### src/hw/rtl/cfb_pkg.sv
// ----------------------------------------------------------------------------
// cfb_pkg
// Types, constants and the CRC byte step shared by the command frame builder.
// ----------------------------------------------------------------------------
package cfb_pkg;

  localparam int unsigned JOB_KIND_W = 2;

  localparam logic [JOB_KIND_W-1:0] KIND_ERR = 2'd0;
  localparam logic [JOB_KIND_W-1:0] KIND_HDR = 2'd1;
  localparam logic [JOB_KIND_W-1:0] KIND_ARG = 2'd2;

  localparam logic CMD_HDR = 1'b0;
  localparam logic CMD_ARG = 1'b1;

  localparam logic [15:0] CRC_POLY = 16'h8408;
  localparam logic [15:0] CRC_INIT = 16'h0000;

  localparam logic [7:0] SYNC_BYTES [4] = '{8'hEB, 8'h90, 8'h5B, 8'h6A};
  localparam logic [7:0] TRAIL_BYTES [4] = '{8'hC5, 8'hA4, 8'hD2, 8'h79};

  // Byte counter positions within one job.
  localparam logic [3:0] POS_HDR_LAST = 4'd7;
  localparam logic [3:0] POS_ARG_LAST = 4'd3;
  localparam logic [3:0] POS_TAIL_FIRST = 4'd8;
  localparam logic [3:0] POS_TAIL_LAST = 4'd13;

  // One unit of work handed from the front end to the byte sequencer.
  typedef struct packed {
    logic [JOB_KIND_W-1:0] kind;
    logic                  close;  // frame closes after this job's bytes
    logic [31:0]           data;   // {code, arg_count} or the argument word
  } job_t;

  // Reflected CRC-16, one byte, LSB first.
  function automatic logic [15:0] crc16_byte(input logic [15:0] crc_in,
                                             input logic [7:0]  b);
    logic [15:0] c;
    c = crc_in ^ {8'h00, b};
    for (int k = 0; k < 8; k++) begin
      if (c[0]) begin
        c = (c >> 1) ^ CRC_POLY;
      end else begin
        c = c >> 1;
      end
    end
    return c;
  endfunction

endpackage

### src/hw/rtl/cfb_front.sv
// ----------------------------------------------------------------------------
// cfb_front
// Accepts input items, checks them against the frame order and queues jobs.
// ----------------------------------------------------------------------------
module cfb_front (
  input  logic          clk,
  input  logic          rst,
  input  logic          s_tvalid,
  output logic          s_tready,
  input  logic [63:0]   s_tdata,
  input  logic          s_tuser,
  input  logic          q_full,
  output logic          q_push,
  output cfb_pkg::job_t q_job
);
  import cfb_pkg::*;

  logic        frame_open;
  logic [15:0] args_left;
  logic        frame_open_next;
  logic [15:0] args_left_next;

  logic [15:0] code;
  logic [15:0] arg_count;
  logic [31:0] arg;

  assign code      = s_tdata[15:0];
  assign arg_count = s_tdata[31:16];
  assign arg       = s_tdata[63:32];

  assign s_tready = !q_full;
  assign q_push   = s_tvalid && s_tready;

  always_comb begin
    frame_open_next = frame_open;
    args_left_next  = args_left;
    q_job.kind  = KIND_ERR;
    q_job.close = 1'b0;
    q_job.data  = 32'h0;
    if (s_tuser == CMD_HDR) begin
      if (!frame_open) begin
        q_job.kind      = KIND_HDR;
        q_job.data      = {code, arg_count};
        q_job.close     = (arg_count == 16'h0);
        frame_open_next = (arg_count != 16'h0);
        args_left_next  = arg_count;
      end
    end else begin
      if (frame_open) begin
        q_job.kind      = KIND_ARG;
        q_job.data      = arg;
        q_job.close     = (args_left == 16'h1);
        frame_open_next = (args_left != 16'h1);
        args_left_next  = args_left - 16'h1;
      end
    end
  end

  always_ff @(posedge clk) begin
    if (rst) begin
      frame_open <= 1'b0;
      args_left  <= 16'h0;
    end else if (q_push) begin
      frame_open <= frame_open_next;
      args_left  <= args_left_next;
    end
  end

endmodule

### src/hw/rtl/cfb_fifo.sv
// ----------------------------------------------------------------------------
// cfb_fifo
// Small register queue of jobs between the front end and the sequencer.
// ----------------------------------------------------------------------------
module cfb_fifo #(
  parameter int unsigned DEPTH = 4
) (
  input  logic          clk,
  input  logic          rst,
  input  logic          push,
  input  cfb_pkg::job_t push_job,
  output logic          full,
  input  logic          pop,
  output cfb_pkg::job_t pop_job,
  output logic          not_empty
);
  import cfb_pkg::*;

  localparam int unsigned AW = (DEPTH > 1) ? $clog2(DEPTH) : 1;
  localparam int unsigned CW = $clog2(DEPTH + 1);

  job_t          slots [DEPTH];
  logic [AW-1:0] wr_ptr;
  logic [AW-1:0] rd_ptr;
  logic [CW-1:0] count;

  assign full      = (count == CW'(DEPTH));
  assign not_empty = (count != '0);
  assign pop_job   = slots[rd_ptr];

  always_ff @(posedge clk) begin
    if (push) begin
      slots[wr_ptr] <= push_job;
    end
  end

  always_ff @(posedge clk) begin
    if (rst) begin
      wr_ptr <= '0;
      rd_ptr <= '0;
      count  <= '0;
    end else begin
      if (push) begin
        wr_ptr <= (wr_ptr == AW'(DEPTH - 1)) ? '0 : wr_ptr + 1'b1;
      end
      if (pop) begin
        rd_ptr <= (rd_ptr == AW'(DEPTH - 1)) ? '0 : rd_ptr + 1'b1;
      end
      if (push && !pop) begin
        count <= count + 1'b1;
      end else if (pop && !push) begin
        count <= count - 1'b1;
      end
    end
  end

endmodule

### src/hw/rtl/cfb_back.sv
// ----------------------------------------------------------------------------
// cfb_back
// Byte sequencer: turns queued jobs into frame bytes and keeps the CRC.
// ----------------------------------------------------------------------------
module cfb_back (
  input  logic          clk,
  input  logic          rst,
  input  logic          q_valid,
  input  cfb_pkg::job_t q_job,
  output logic          q_pop,
  output logic          m_tvalid,
  input  logic          m_tready,
  output logic [7:0]    m_tdata,
  output logic          m_tlast,
  output logic          m_tuser
);
  import cfb_pkg::*;

  logic        cur_valid;
  job_t        cur;
  logic [3:0]  pos;
  logic [15:0] crc;

  logic        advance;
  logic        emit;
  logic        job_done;
  logic [7:0]  byte_val;
  logic        byte_last;
  logic        byte_err;
  logic        byte_in_crc;
  logic [15:0] crc_base;
  logic [3:0]  pos_next;
  logic [1:0]  sel;

  assign advance = !m_tvalid || m_tready;
  assign emit    = advance && cur_valid;
  assign sel     = pos[1:0];

  always_comb begin
    byte_val    = 8'h00;
    byte_last   = 1'b0;
    byte_err    = 1'b0;
    byte_in_crc = 1'b0;
    job_done    = 1'b0;
    pos_next    = pos + 4'd1;
    if (cur.kind == KIND_ERR) begin
      byte_err = 1'b1;
      job_done = 1'b1;
    end else if (pos[3]) begin
      // Closing bytes: CRC high, CRC low, then the trailer.
      case (pos[2:0])
        3'd0:    byte_val = crc[15:8];
        3'd1:    byte_val = crc[7:0];
        default: byte_val = TRAIL_BYTES[2'(pos[2:0] - 3'd2)];
      endcase
      byte_last = (pos == POS_TAIL_LAST);
      job_done  = byte_last;
    end else begin
      byte_in_crc = 1'b1;
      if (cur.kind == KIND_HDR && !pos[2]) begin
        byte_val = SYNC_BYTES[sel];
      end else begin
        case (sel)
          2'd0:    byte_val = cur.data[31:24];
          2'd1:    byte_val = cur.data[23:16];
          2'd2:    byte_val = cur.data[15:8];
          default: byte_val = cur.data[7:0];
        endcase
      end
      if ((cur.kind == KIND_HDR && pos == POS_HDR_LAST) ||
          (cur.kind == KIND_ARG && pos == POS_ARG_LAST)) begin
        if (cur.close) begin
          pos_next = POS_TAIL_FIRST;
        end else begin
          job_done = 1'b1;
        end
      end
    end
  end

  // A header starts a fresh CRC on its first sync byte.
  assign crc_base = (cur.kind == KIND_HDR && pos == 4'd0) ? CRC_INIT : crc;

  // Load the next job when idle or on the last byte of the current one.
  assign q_pop = q_valid && (!cur_valid || (emit && job_done));

  always_ff @(posedge clk) begin
    if (rst) begin
      cur_valid <= 1'b0;
      pos       <= 4'd0;
      crc       <= CRC_INIT;
      m_tvalid  <= 1'b0;
    end else begin
      if (advance) begin
        m_tvalid <= cur_valid;
      end
      if (emit && byte_in_crc) begin
        crc <= crc16_byte(crc_base, byte_val);
      end
      if (q_pop) begin
        cur_valid <= 1'b1;
        pos       <= 4'd0;
      end else if (emit) begin
        if (job_done) begin
          cur_valid <= 1'b0;
        end
        pos <= pos_next;
      end
    end
  end

  always_ff @(posedge clk) begin
    if (q_pop) begin
      cur <= q_job;
    end
    if (emit) begin
      m_tdata <= byte_val;
      m_tlast <= byte_last;
      m_tuser <= byte_err;
    end
  end

endmodule

### src/hw/rtl/command_frame_builder_crc16.sv
// ----------------------------------------------------------------------------
// command_frame_builder_crc16
// Command framer: header and argument items in, framed bytes with CRC-16 out.
// ----------------------------------------------------------------------------
// The output port moves one byte per cycle while m_tready is high and jobs
// are queued. An argument item gives 4 bytes (10 when it closes the frame), a
// header gives 8 bytes (14 when its count is zero), and an item out of frame
// order gives a single error byte. The front end checks each item against the
// frame order as it is accepted and places a job in a queue of FIFO_DEPTH
// entries, so input transfers continue while the sequencer still sends bytes;
// s_tready drops only when that queue is full. The CRC is the reflected
// CRC-16 with polynomial 0x8408 and initial value 0, computed one byte per
// cycle as bytes are sent over the sync, code, count and argument bytes, sent high byte first.
module command_frame_builder_crc16 #(
  parameter int unsigned FIFO_DEPTH = 4
) (
  input  logic        clk,
  input  logic        rst,
  input  logic        s_tvalid,
  output logic        s_tready,
  input  logic [63:0] s_tdata,   // code[15:0], arg_count[31:16], arg[63:32]
  input  logic        s_tuser,   // cmd: 0 header, 1 argument
  output logic        m_tvalid,
  input  logic        m_tready,
  output logic [7:0]  m_tdata,   // out_byte[7:0]
  output logic        m_tlast,   // frame_end
  output logic        m_tuser    // error
);
  import cfb_pkg::*;

  logic q_full;
  logic q_push;
  logic q_pop;
  logic q_not_empty;
  job_t push_job;
  job_t pop_job;

  cfb_front u_front (
    .clk      (clk),
    .rst      (rst),
    .s_tvalid (s_tvalid),
    .s_tready (s_tready),
    .s_tdata  (s_tdata),
    .s_tuser  (s_tuser),
    .q_full   (q_full),
    .q_push   (q_push),
    .q_job    (push_job)
  );

  cfb_fifo #(
    .DEPTH (FIFO_DEPTH)
  ) u_fifo (
    .clk       (clk),
    .rst       (rst),
    .push      (q_push),
    .push_job  (push_job),
    .full      (q_full),
    .pop       (q_pop),
    .pop_job   (pop_job),
    .not_empty (q_not_empty)
  );

  cfb_back u_back (
    .clk      (clk),
    .rst      (rst),
    .q_valid  (q_not_empty),
    .q_job    (pop_job),
    .q_pop    (q_pop),
    .m_tvalid (m_tvalid),
    .m_tready (m_tready),
    .m_tdata  (m_tdata),
    .m_tlast  (m_tlast),
    .m_tuser  (m_tuser)
  );

`ifndef SYNTHESIS
  // An error transfer never closes a frame and always carries a zero byte.
  a_err_not_last: assert property (@(posedge clk) disable iff (rst)
    (m_tvalid && m_tuser) |-> !m_tlast)
    else $error("error transfer marked as frame end");

  a_err_zero: assert property (@(posedge clk) disable iff (rst)
    (m_tvalid && m_tuser) |-> (m_tdata == 8'h00))
    else $error("error transfer with nonzero byte");

  // The last transfer of a frame is always the final trailer byte.
  a_last_trailer: assert property (@(posedge clk) disable iff (rst)
    (m_tvalid && m_tlast) |-> (m_tdata == TRAIL_BYTES[3]))
    else $error("frame end on a byte other than the final trailer byte");

  a_reset_idle: assert property (@(posedge clk)
    rst |=> !m_tvalid)
    else $error("output valid right after reset");
`endif

endmodule

### config.mk
export PLATFORM = sky130hd
export DESIGN_NAME = command_frame_builder_crc16
export DESIGN_NICKNAME = d
export VERILOG_FILES = /design/src/hw/rtl/cfb_pkg.sv /design/src/hw/rtl/cfb_front.sv /design/src/hw/rtl/cfb_fifo.sv /design/src/hw/rtl/cfb_back.sv /design/src/hw/rtl/command_frame_builder_crc16.sv
export SDC_FILE = /design/constraint.sdc
export NUM_CORES = 1
export LEC_CHECK = 0
export BUFFER_PORTS_ARGS = -buffer_cell sky130_fd_sc_hd__buf_2
export CELL_PAD_IN_SITES_DETAIL_PLACEMENT = 1
export CELL_PAD_IN_SITES_GLOBAL_PLACEMENT = 2
export CORE_MARGIN = 10
export CORE_UTILIZATION = 46
export CTS_CLUSTER_DIAMETER = 80
export DETAILED_ROUTE_END_ITERATION = 8
export GPL_ROUTABILITY_DRIVEN = 0
export GPL_TIMING_DRIVEN = 0
export HOLD_SLACK_MARGIN = 0.02
export PLACE_DENSITY = 0.9
export SLEW_MARGIN = 20
export SYNTH_ARGS = -nofsm -noshare
export SYNTH_HDL_FRONTEND = slang
export SYNTH_SLANG_ARGS = --single-unit
### constraint.sdc
create_clock -name clk -period 10.7 [get_ports clk]
set_input_delay 0.535 -clock clk [delete_from_list [all_inputs] [get_ports clk]]
set_output_delay 0.535 -clock clk [all_outputs]
set_load 0.05 [all_outputs]
# [After elaboration in Yosys (flattened, before gate mapping)]
# Memories as Yosys holds them, arrays and structs flattened. A register that Yosys moved wholly into a read port is not among the register bits.
# Cells that the tools add are included.
[totals] reg_bits=56 latchBits=0 ram_bits=140 rom_bits=0 input_bits=69 output_inout_bits=12 wordCells=146 n_memories=1
[op_classes] add_sub_neg=7 n_mul=0 div=0 n_lt_le_gt_ge=2 n_eq_ne=15 n_shift=0 n_mux=63 bitwise=12 reduce_logical=34
[memory_table] name="u_fifo.slots" depth=4 width=35 read_ports=1 rd_clocked_by_memory_dff=1 write_ports=1 line_no="cfb_fifo.sv:22" source="job_t slots [DEPTH];"
[op_table] cell="two-way mux 16 bit" count=26
[op_table] cell="two-way mux 35 bit" count=2
[op_table] cell="two-way mux 8 bit" count=7
[op_table] cell="two-way mux 34 bit" count=1
[op_table] cell="binary-select mux 8 bit (select 2 bit)" count=2
[op_table] cell="inverter 2 -> 3 bit" count=10
[op_table] cell="one-hot mux 8 bit (3 select lines)" count=1
[op_table] cell="equality test 16 x 1 -> 1 bit, second input constant" count=1
[op_table] cell="logical NOT 16 bit" count=1
[op_table] cell="two-way mux 4 bit" count=4
[op_table] cell="inequality test 16 x 1 -> 1 bit, second input constant" count=1
[op_table] cell="one-hot mux 8 bit (2 select lines)" count=1
[op_table] cell="nonzero test 16 bit" count=1
[op_table] cell="subtractor 16 x 1 -> 16 bit, second input constant" count=1
[op_table] cell="XOR 16 x 8 -> 16 bit" count=1
[op_table] cell="two-way mux 1 bit" count=15
[op_table] cell="logical AND 1 bit" count=11
[op_table] cell="equality test 2 bit, second input constant" count=4
[op_table] cell="greater-or-equal comparator 3 bit, second input constant" count=2
[op_table] cell="logical NOT 1 bit" count=6
[op_table] cell="two-way mux 3 bit" count=2
[op_table] cell="nonzero test 2 bit" count=3
[op_table] cell="adder 2 x 1 -> 2 bit, second input constant" count=2
[op_table] cell="adder 4 x 1 -> 4 bit, second input constant" count=1
[op_table] cell="21 further kinds" count=27

# [Logic depth before layout (Yosys ltp)]
# Gate-level depths: netlist of the first run.
[logic_depth] word_depth=39 ltp_mapped=15 mapped_depth_nobuf=13

# [By module]
# A second synthesis of the first run with hierarchy kept.
[unflattened] cells_unflattened=728 area_unflattened_um2=10259.8
[by_module_without_submodules] module="cfb_fifo" instances=1 cells_per_inst=227 area_each_um2=5544.1 seq_area_each_um2=4384.2
[by_module_without_submodules] module="cfb_back" instances=1 cells_per_inst=286 area_each_um2=3201.8 seq_area_each_um2=1791.7
[by_module_without_submodules] module="cfb_front" instances=1 cells_per_inst=215 area_each_um2=1514.0 seq_area_each_um2=340.3

# [Worst setup path after synthesis of the first run]
# OpenSTA, ideal clock, no wires.
[synth_timing] path_type="register to register" start="register u_back.pos[2]" end="register u_fifo.count[2]" setup_ns=0.070 arrival_time_ns=3.441 slack_ns=7.188 path_stages_with_launch=15 synth_period_minus_slack_ns=3.512 cell_sequence="dfxtp_1 -> buf_4 -> clkbuf_1 -> nand3b_1 -> a21oi_1 -> a211oi_1 -> o21ai_1 -> o31a_1 -> inv_1 -> ha_1 -> inv_1 -> fa_1 -> xor2_1 -> or3_1 -> a21oi_1"
[synth_between] elab_chain_cells=12 elab_cells_between_ends=17
[synth_lines] element="start, declared" line_no="cfb_back.sv:21" source="logic [3:0] pos;"
[synth_lines] element="start signal, assigned" line_no="cfb_back.sv:107" source="pos <= pos_next;"
[synth_lines] element="equality test 4 x 3 -> 1 bit / equality test 4 x 2 -> 1 bit (equally long branches)" line_no="cfb_back.sv:70, cfb_back.sv:71"
[synth_lines] element="logical AND 1 bit, on equally long branches" line_no="cfb_back.sv:70, cfb_back.sv:71"
[synth_lines] element="logical OR 1 bit" line_no="cfb_back.sv:70" source="if ((cur.kind == KIND_HDR && pos == POS_HDR_LAST) ||"
[synth_lines] element="two-way mux 1 bit" line_no="cfb_back.sv:70"
[synth_lines] element="two-way mux 1 bit (*)" line_no="cfb_back.sv:49" source="end else if (pos[3]) begin"
[synth_lines] element="two-way mux 1 bit (*)" line_no="cfb_back.sv:46" source="if (cur.kind == KIND_ERR) begin"
[synth_lines] element="logical AND 1 bit (*)" line_no="cfb_back.sv:85" source="assign q_pop = q_valid && (!cur_valid || (emit && job_done));"
[synth_lines] element="logical OR 1 bit (*)" line_no="cfb_back.sv:85"
[synth_lines] element="logical AND 1 bit (*)" line_no="cfb_back.sv:85"
[synth_lines] element="net q_pop" line_no="command_frame_builder_crc16.sv:33" source="logic q_pop;"
[synth_lines] element="logical NOT 1 bit" line_no="cfb_fifo.sv:49" source="if (push && !pop) begin"
[synth_lines] element="logical AND 1 bit" line_no="cfb_fifo.sv:49"
[synth_lines] element="two-way mux 3 bit / nonzero test 2 bit (equally long branches)"
[synth_lines] element="end signal, assigned" line_no="cfb_fifo.sv:50" source="count <= count + 1'b1;"
[synth_lines] element="end signal, assigned" line_no="cfb_fifo.sv:52" source="count <= count - 1'b1;"
[synth_lines] element="end, declared" line_no="cfb_fifo.sv:25" source="logic [CW-1:0] count;"
# Mark *: on every way through the listed nets, which the timed path passes. The rest lies on a longest branch.
# A chain may end at the register's enable or synchronous reset.

# [Final worst setup path of the first run]
[layout_timing] start="register u_back.pos[1]" end="register u_fifo.count[2]"
# Same word-level chain as after synthesis.

==> qor.txt, run 1 <==
Die area: 28500 um^2
Setup violators final: 0
Final Cycle Share: 35.9%
H-tree depth: 1
Seq/Total Area, Yosys: 63.5%
CP required: 11.15 ns
Worst Reg2Reg Path Length in Cells: 15
Post-synth cell types: 67
# DRC: 0
Final antenna diode count: 0
Syn Inst Count: 743
Crit path cell chain: inv_1, ha_1, buf_2, buf_2, and3_1, a211oi_1, o21ai_1, o31a_2, inv_1, ha_1, inv_1, fa_1, xor2_1, or3_1, a21oi_1
Crit Path Class: reg2reg
Tot Pwr: 3.42 mW
Grt ovf: 0
Final worst slack: 6.86 ns
Iteration-0 DRC Markers: 542
Row cnt: 54
Setup crit end: u_fifo.count[2]
Number of synthesized flops with an enable pin: 185
CTS Hold Bufs: 0
Max_slew headroom: 40.9%
DRT antenna net count: 0
Boundary Pins: 81
Cell area after synthesis: 10200 um^2
Root Driver: clkbuf_16
CTS Sinks: 231
RSZ-0062 raised after global routing: no
Vias in the first global route: 7607
CORE AREA: 21800 um^2
PostCTS Resize Cnt: 0
Synthesis-to-finish area growth: 16.2%
# Max-Cap Violations: 0
Final #Nets: 940
Clk buf depth: 3
Drt first pass iters: 6
Clk slew on worst S/H paths: 0.06 ns
Synth cell count leaders: 185 x edfxtp_1, 79 x nand2_1, 46 x dfxtp_1
Slew @ Worst Pin: 0.887 ns
Most common cell in the netlist: edfxtp_1
Worst R2R End: u_fifo.count[2]
Minimum clock period: 3.84 ns
Post-CTS setup buffer count: 0
Synth area leaders: edfxtp_1 55%, dfxtp_1 9.0%, mux4_2 7.7%, nand2_1 2.9%, a22o_1 2.2%
Multi-input logic area: 3450 um^2
Data arrival time of the worst path: 4.29 ns
Seq. cell area: 6480 um^2
Cell Pwr Density: 289 nW/um^2
Die H: 169 um
Via density: 6.04
Post-DP HPWL: 20700 um
Mapped Nets: 829
Tot GR Track Use: 20.0%
Final instance area: 11800 um^2
Critical path origin: u_back.pos[1]
Starting density of the core: 46.7%
Final Max Tran Viols: 0
Final hold violation count: 0
Antenna violations before repair: 0
Status: finished, final reports clean
Reg-to-Reg Start: u_back.pos[1]
Ys flop type: edfxtp_1
Largest area contributor in the netlist: edfxtp_1
Share of the synthesized area in the top cell type: 54.5%
Static Leak: 4.20 nW
Share of synthesized flip-flops with an asynchronous set or reset: 0%
Wirelength, routed: 28900 um
Place WS: 6.88 ns
First-pass GRT wire length: 44900 um
#FFs+latches synth: 231
CP max-delay cell: dfxtp_1
Fillers: 2201
Die width: 169 um
Worst Path Max Fanout: 10
Max incr delay on CP: 0.49 ns
IO buf count: 79
Via count: 6966
Skew-Pair Late Insertion Delay: 0.53 ns
Clock Skews: 0.0115 ns
Critical path's most frequent cell: inv_1
Drt wl/cell: 25.1 um
Share of post-route cells with drive strength above 1: 20.8%
Yosys warning count: 0
Setup TNS: 0 ns
Hold slack final: 0.316 ns
Maximum clock rate: 0.260 GHz
Hold WC Path Type: in2reg
CTS Buf Count: 25
Reg2Reg Setup Slack: 6.86 ns
Placed Area: 11100 um^2
Startpoint Class: register
Avg Cell Area, Syn: 13.7 um^2
CTS tree: yes
Largest net degree at the start of global routing: 32
Crit. End Element: register
Max IR drop VDD: 0.128 mV
-- how the worst min path moves through the flow --
stage | startpoint | endpoint | slack, ns | depth (start not counted)
floorplan | u_back.crc[6] | u_back.crc[6] | 0.46 | 2
global placement | u_back.crc[14] | u_back.crc[14] | 0.47 | 2
detailed placement | u_back.crc[6] | u_back.crc[6] | 0.48 | 2
CTS | m_tready | u_back.m_tvalid | 0.31 | 4
global route | m_tready | u_back.m_tvalid | 0.33 | 4
finish | m_tready | u_back.m_tvalid | 0.32 | 4
-- layout make-up --
type | count | area share, %
plain buffers | 42 | 1.50
clock buffers | 35 | 5.77
clock inverters | 11 | 0.729
inverters | 24 | 0.761
multi-input cells | 446 | 29.2
flip-flops and latches | 231 | 54.7
well taps | 280 | 2.96
repair buffers | 84 | 4.44
-- per-layer routing --
metal,vias to the layer above,routed length (um),GRT usage [%]
li1,3086,-,-
met1,3545,11700,25.2
met2,277,14600,34.2
met3,58,1790,3.50
met4,0,801,6.36
met5,-,0,0
-- stage by stage --
| stage | util, % | std cells |
|---|---|---|
| finish | 54.3 | 1153 |
| global placement | 50.1 | 1102 |
| floorplan | - | 743 |
| detailed placement | 50.7 | 1107 |
| global route | 54.3 | 1153 |
| CTS | 54.3 | 1153 |
-- kinds of logic (layout without fill, tap and decap cells) --
group	after synthesis	count (layout)	share of synthesized area, %
mux	39	39	8.14
flops	231	231	63.5
buf+inv	66	196	2.63
xor+xnor	30	30	2.93
fa+ha+maj	17	17	2.16
compound gates	167	167	11.7
simple gates	193	193	8.90
-- critical path, delay by kind of cell (launching register included) --
family,cells,cell delay (ns)
AO/OA/AOI/OAI,4,1.00
flip-flops,1,0.49
adder cells (fa/ha/maj),3,0.79
AND/OR/NAND/NOR,2,0.53
buffers and inverters,5,0.77
XOR/XNOR,1,0.19
-- cells in the final DEF, fill, tap and decap left out, drive strengths merged, types with 6 or more instances in the layout --
master	Yosys	final
clkbuf	29	64
nor2	43	43
nor4	8	8
ha	16	16
clkinv	0	7
mux4	35	35
edfxtp	185	185
a222oi	8	8
a211oi	18	18
xnor2	16	16
a22o	26	26
a21oi	32	32
dfxtp	46	46
and3	9	9
inv	24	25
nand2	79	79
nand3	13	13
nor3	9	9
a22oi	16	16
xor2	12	12
o21ai	37	37
buf	13	97
o22ai	11	11
nor2b	6	6
-- state kept, by name (all words and copies together), names as in the netlist --
name	count
u_back.m_tuser	1
u_fifo.rd_ptr	2
u_front.frame_open	1
u_back.m_tlast	1
u_back.cur_valid	1
u_back.cur	35
u_fifo.count	3
u_back.pos	4
u_front.args_left	16
u_fifo.slots	140
u_back.crc	16
u_fifo.wr_ptr	2
u_back.m_tvalid	1
u_back.m_tdata	8
-- where the power goes --
part	internal, mW	total, mW	switching (mW)	leakage (nW)
logic	0.506	1.27	0.765	1.71
registers	1.22	1.33	0.108	2.12
clock network	0.470	0.815	0.346	0.367
total	2.20	3.42	1.22	4.20
Power figures use the tool's default switching activity.
==> run 2: changes to the inputs <==
Settings changed: CORE_UTILIZATION 46 to 38, PLACE_DENSITY 0.9 to 0.8.
Clock period 10.7 ns to 3.45 ns, I/O delays scaled along.
==> qor.txt, run 2 (synthesis gave the netlist of run 1 again) <==
Status: finished, final reports clean
First-pass GRT wire length: 43500 um (-3.0%)
Share of post-route cells with drive strength above 1: 21.5% (+0.60 points)
Seq. cell area: 6480 um^2 (about the same)
Largest Register: u_fifo.slots
Clk buf depth: 3 (unchanged)
Commonest non-fill, non-tap cell in the layout: edfxtp_1
Minimum clock period: 3.24 ns (-0.599 ns)
Critical path's most frequent cell: inv_1
Antenna violations before repair: 0 (unchanged)
Max incr delay on CP: 0.38 ns (-0.11 ns)
Multi-input logic area: 3500 um^2 (+1.5%)
Die H: 184 um (+8.8%)
Wirelength, routed: 28100 um (-2.8%)
Iteration-0 DRC Markers: 535 (-1.3%)
# DRC: 0 (unchanged)
Startpoint Class: register
Final design utilization: 46.4% (-7.9 points)
IO buf count: 79 (unchanged)
Flop pwr share: 39.0% (about the same)
DRT antenna net count: 0 (unchanged)
Vias in the first global route: 7254 (-4.6%)
Grt ovf: 0 (unchanged)
Root Driver: clkbuf_16
CP Buf/Inv Count: 5 (unchanged)
Final Max Tran Viols: 0 (unchanged)
CP top delay family: compound AO/OA/AOI/OAI gates
Max IR drop VDD: 0.439 mV (+240%)
Post-DP HPWL: 19300 um (-6.7%)
Most frequent cells in the layout: 185 x edfxtp_1, 85 x buf_2, 79 x nand2_1, 45 x dfxtp_1, 42 x nor2_1
Final #Nets: 962 (+2.3%)
CORE AREA: 26200 um^2 (+20%)
Crit path cell chain: inv_1, ha_1, buf_2, buf_4, and3_1, a211oi_4, o21ai_4, o31a_4, inv_1, ha_1, inv_1, fa_1, xor2_1, or3_1, a21oi_1
RSZ-0062 raised after global routing: no
CP required: 3.91 ns (-7.24 ns)
Via count: 6736 (-3.3%)
Reg-to-Reg Start: u_back.pos[1]
Hold WC Path Type: in2reg
Biggest regs: u_fifo.slots (140), u_back.cur (35)
CTS Sinks: 231 (unchanged)
Crit. End Element: register
Final Cycle Share: 93.9% (+58 points)
Largest net degree at the start of global routing: 28 (-13%)
Slew @ Worst Pin: 0.890 ns (+0.00279 ns)
Max_slew headroom: 40.7% (-0.19 points)
Clk slew on worst S/H paths: 0.06 ns (about the same)
Die area: 33800 um^2 (+18%)
Hold wc startpoint: s_tdata[51]
Via density: 5.48 (-9.4%)
Static Leak: 4.31 nW (+2.7%)
Final hold violation count: 0 (unchanged)
Critical path origin: u_back.pos[1]
H-tree depth: 1 (unchanged)
Internal: 6.86 mW (+210%)
Max reg flops: 140 (unchanged)
Setup violators final: 0 (unchanged)
Tot Pwr: 10.7 mW (+210%)
Data arrival time of the worst path: 3.70 ns (-0.59 ns)
Tot GR Track Use: 16.6% (-3.4 points)
Cell Pwr Density: 876 nW/um^2 (+200%)
Final antenna diode count: 0 (unchanged)
Sw Share: 35.6% (-0.056 points)
# Max-Cap Violations: 0 (unchanged)
Sw power: 3.79 mW (+210%)
Drt wl/cell: 22.8 um (-8.9%)
CTS tree: yes
CTS Buf Count: 25 (unchanged)
Gate power share: 36.7% (-0.5 points)
Synthesis-to-finish area growth: 19.3%
Worst Path Max Fanout: 10 (unchanged)
Boundary Pins: 81 (unchanged)
Starting density of the core: 38.9% (-7.8 points)
Maximum clock rate: 0.309 GHz (+18%)
CP max-delay cell: dfxtp_4
Skew-Pair Late Insertion Delay: 0.54 ns (about the same)
Drt first pass iters: 5 (-1)
Clock group share of total power: 24.3% (+0.4 points)
Row cnt: 59 (+9.3%)
Clock Skews: 0.0141 ns (+0.00260 ns)
Die width: 184 um (+8.8%)
Fillers: 2679 (+22%)
Crit Path Class: reg2reg
-- run 2: power groups by stage --
stage                     Clock, mW  Combinational, mW  Sequential, mW
after CTS                      2.64               3.93            4.16
after global routing           2.75               4.26            4.21
final                          2.59               3.91            4.16
after detailed placement          0               3.79            4.20
after global placement            0               3.72            4.18
after floorplan                   0               2.67            4.23
-- run 2: through the flow --
step / hold slack (ns) / setup WS (ns) / cell area (um^2) / TNS [ns] / instances
global placement: 0.478 / -0.629 / 11000 / -1.23 / 1157
detailed placement: 0.484 / -0.678 / 11100 / -1.43 / 1161
global route: 0.0350 / 0.0268 / 12200 / 0 / 1230
floorplan: 0.365 / 0.327 / 10200 / 0 / 743
finish: 0.0321 / 0.210 / 12200 / 0 / 1230
CTS: 0.0201 / 0.0642 / 12200 / 0 / 1230
-- run 2: final cells by class --
cell class	count	area share, %
Buffer	42	1.49
Clock inverter	15	0.988
Multi-Input combinational cell	448	28.8
Sequential cell	231	53.3
Timing Repair Buffer	104	5.62
Clock buffer	31	5.58
Tap cell	335	3.45
Inverter	24	0.741
-- run 2: repair_timing --
item | in CTS | in global routing
setup endpoints to repair | 3 | 1
cloned | 2 | 0
hold buffers | 20 | 0
resized for setup | 7 | 3
hold endpoints to repair | 41 | 0
pin swaps | 1 | 1
setup buffers | 1 | 0
-- run 2: worst reg2reg max path, delay by kind of cell, from the launching register on --
kind | cells | cell delay (ns)
AND/OR/NAND/NOR | 2 | 0.55
adder cells (fa/ha/maj) | 3 | 0.72
XOR/XNOR | 1 | 0.17
flip-flops | 1 | 0.38
buffers and inverters | 5 | 0.61
AO/OA/AOI/OAI | 4 | 0.72
-- run 2: final timing paths --
kind / endpoint / cells past startpoint / slack (ns)
max: u_fifo.count[2] / 15 / 0.21
min: u_fifo.slots[1][19] / 2 / 0.03
max reg2reg: u_fifo.count[2] / 15 / 0.21
min reg2reg: u_back.crc[8] / 2 / 0.50
-- run 2: routing by layer --
layer	vias up	track usage, %	wire [um]
met4	0	3.77	541
li1	3130	-	-
met1	3397	21.4	12300
met5	-	0	0
met2	169	28.3	13900
met3	40	3.22	1390
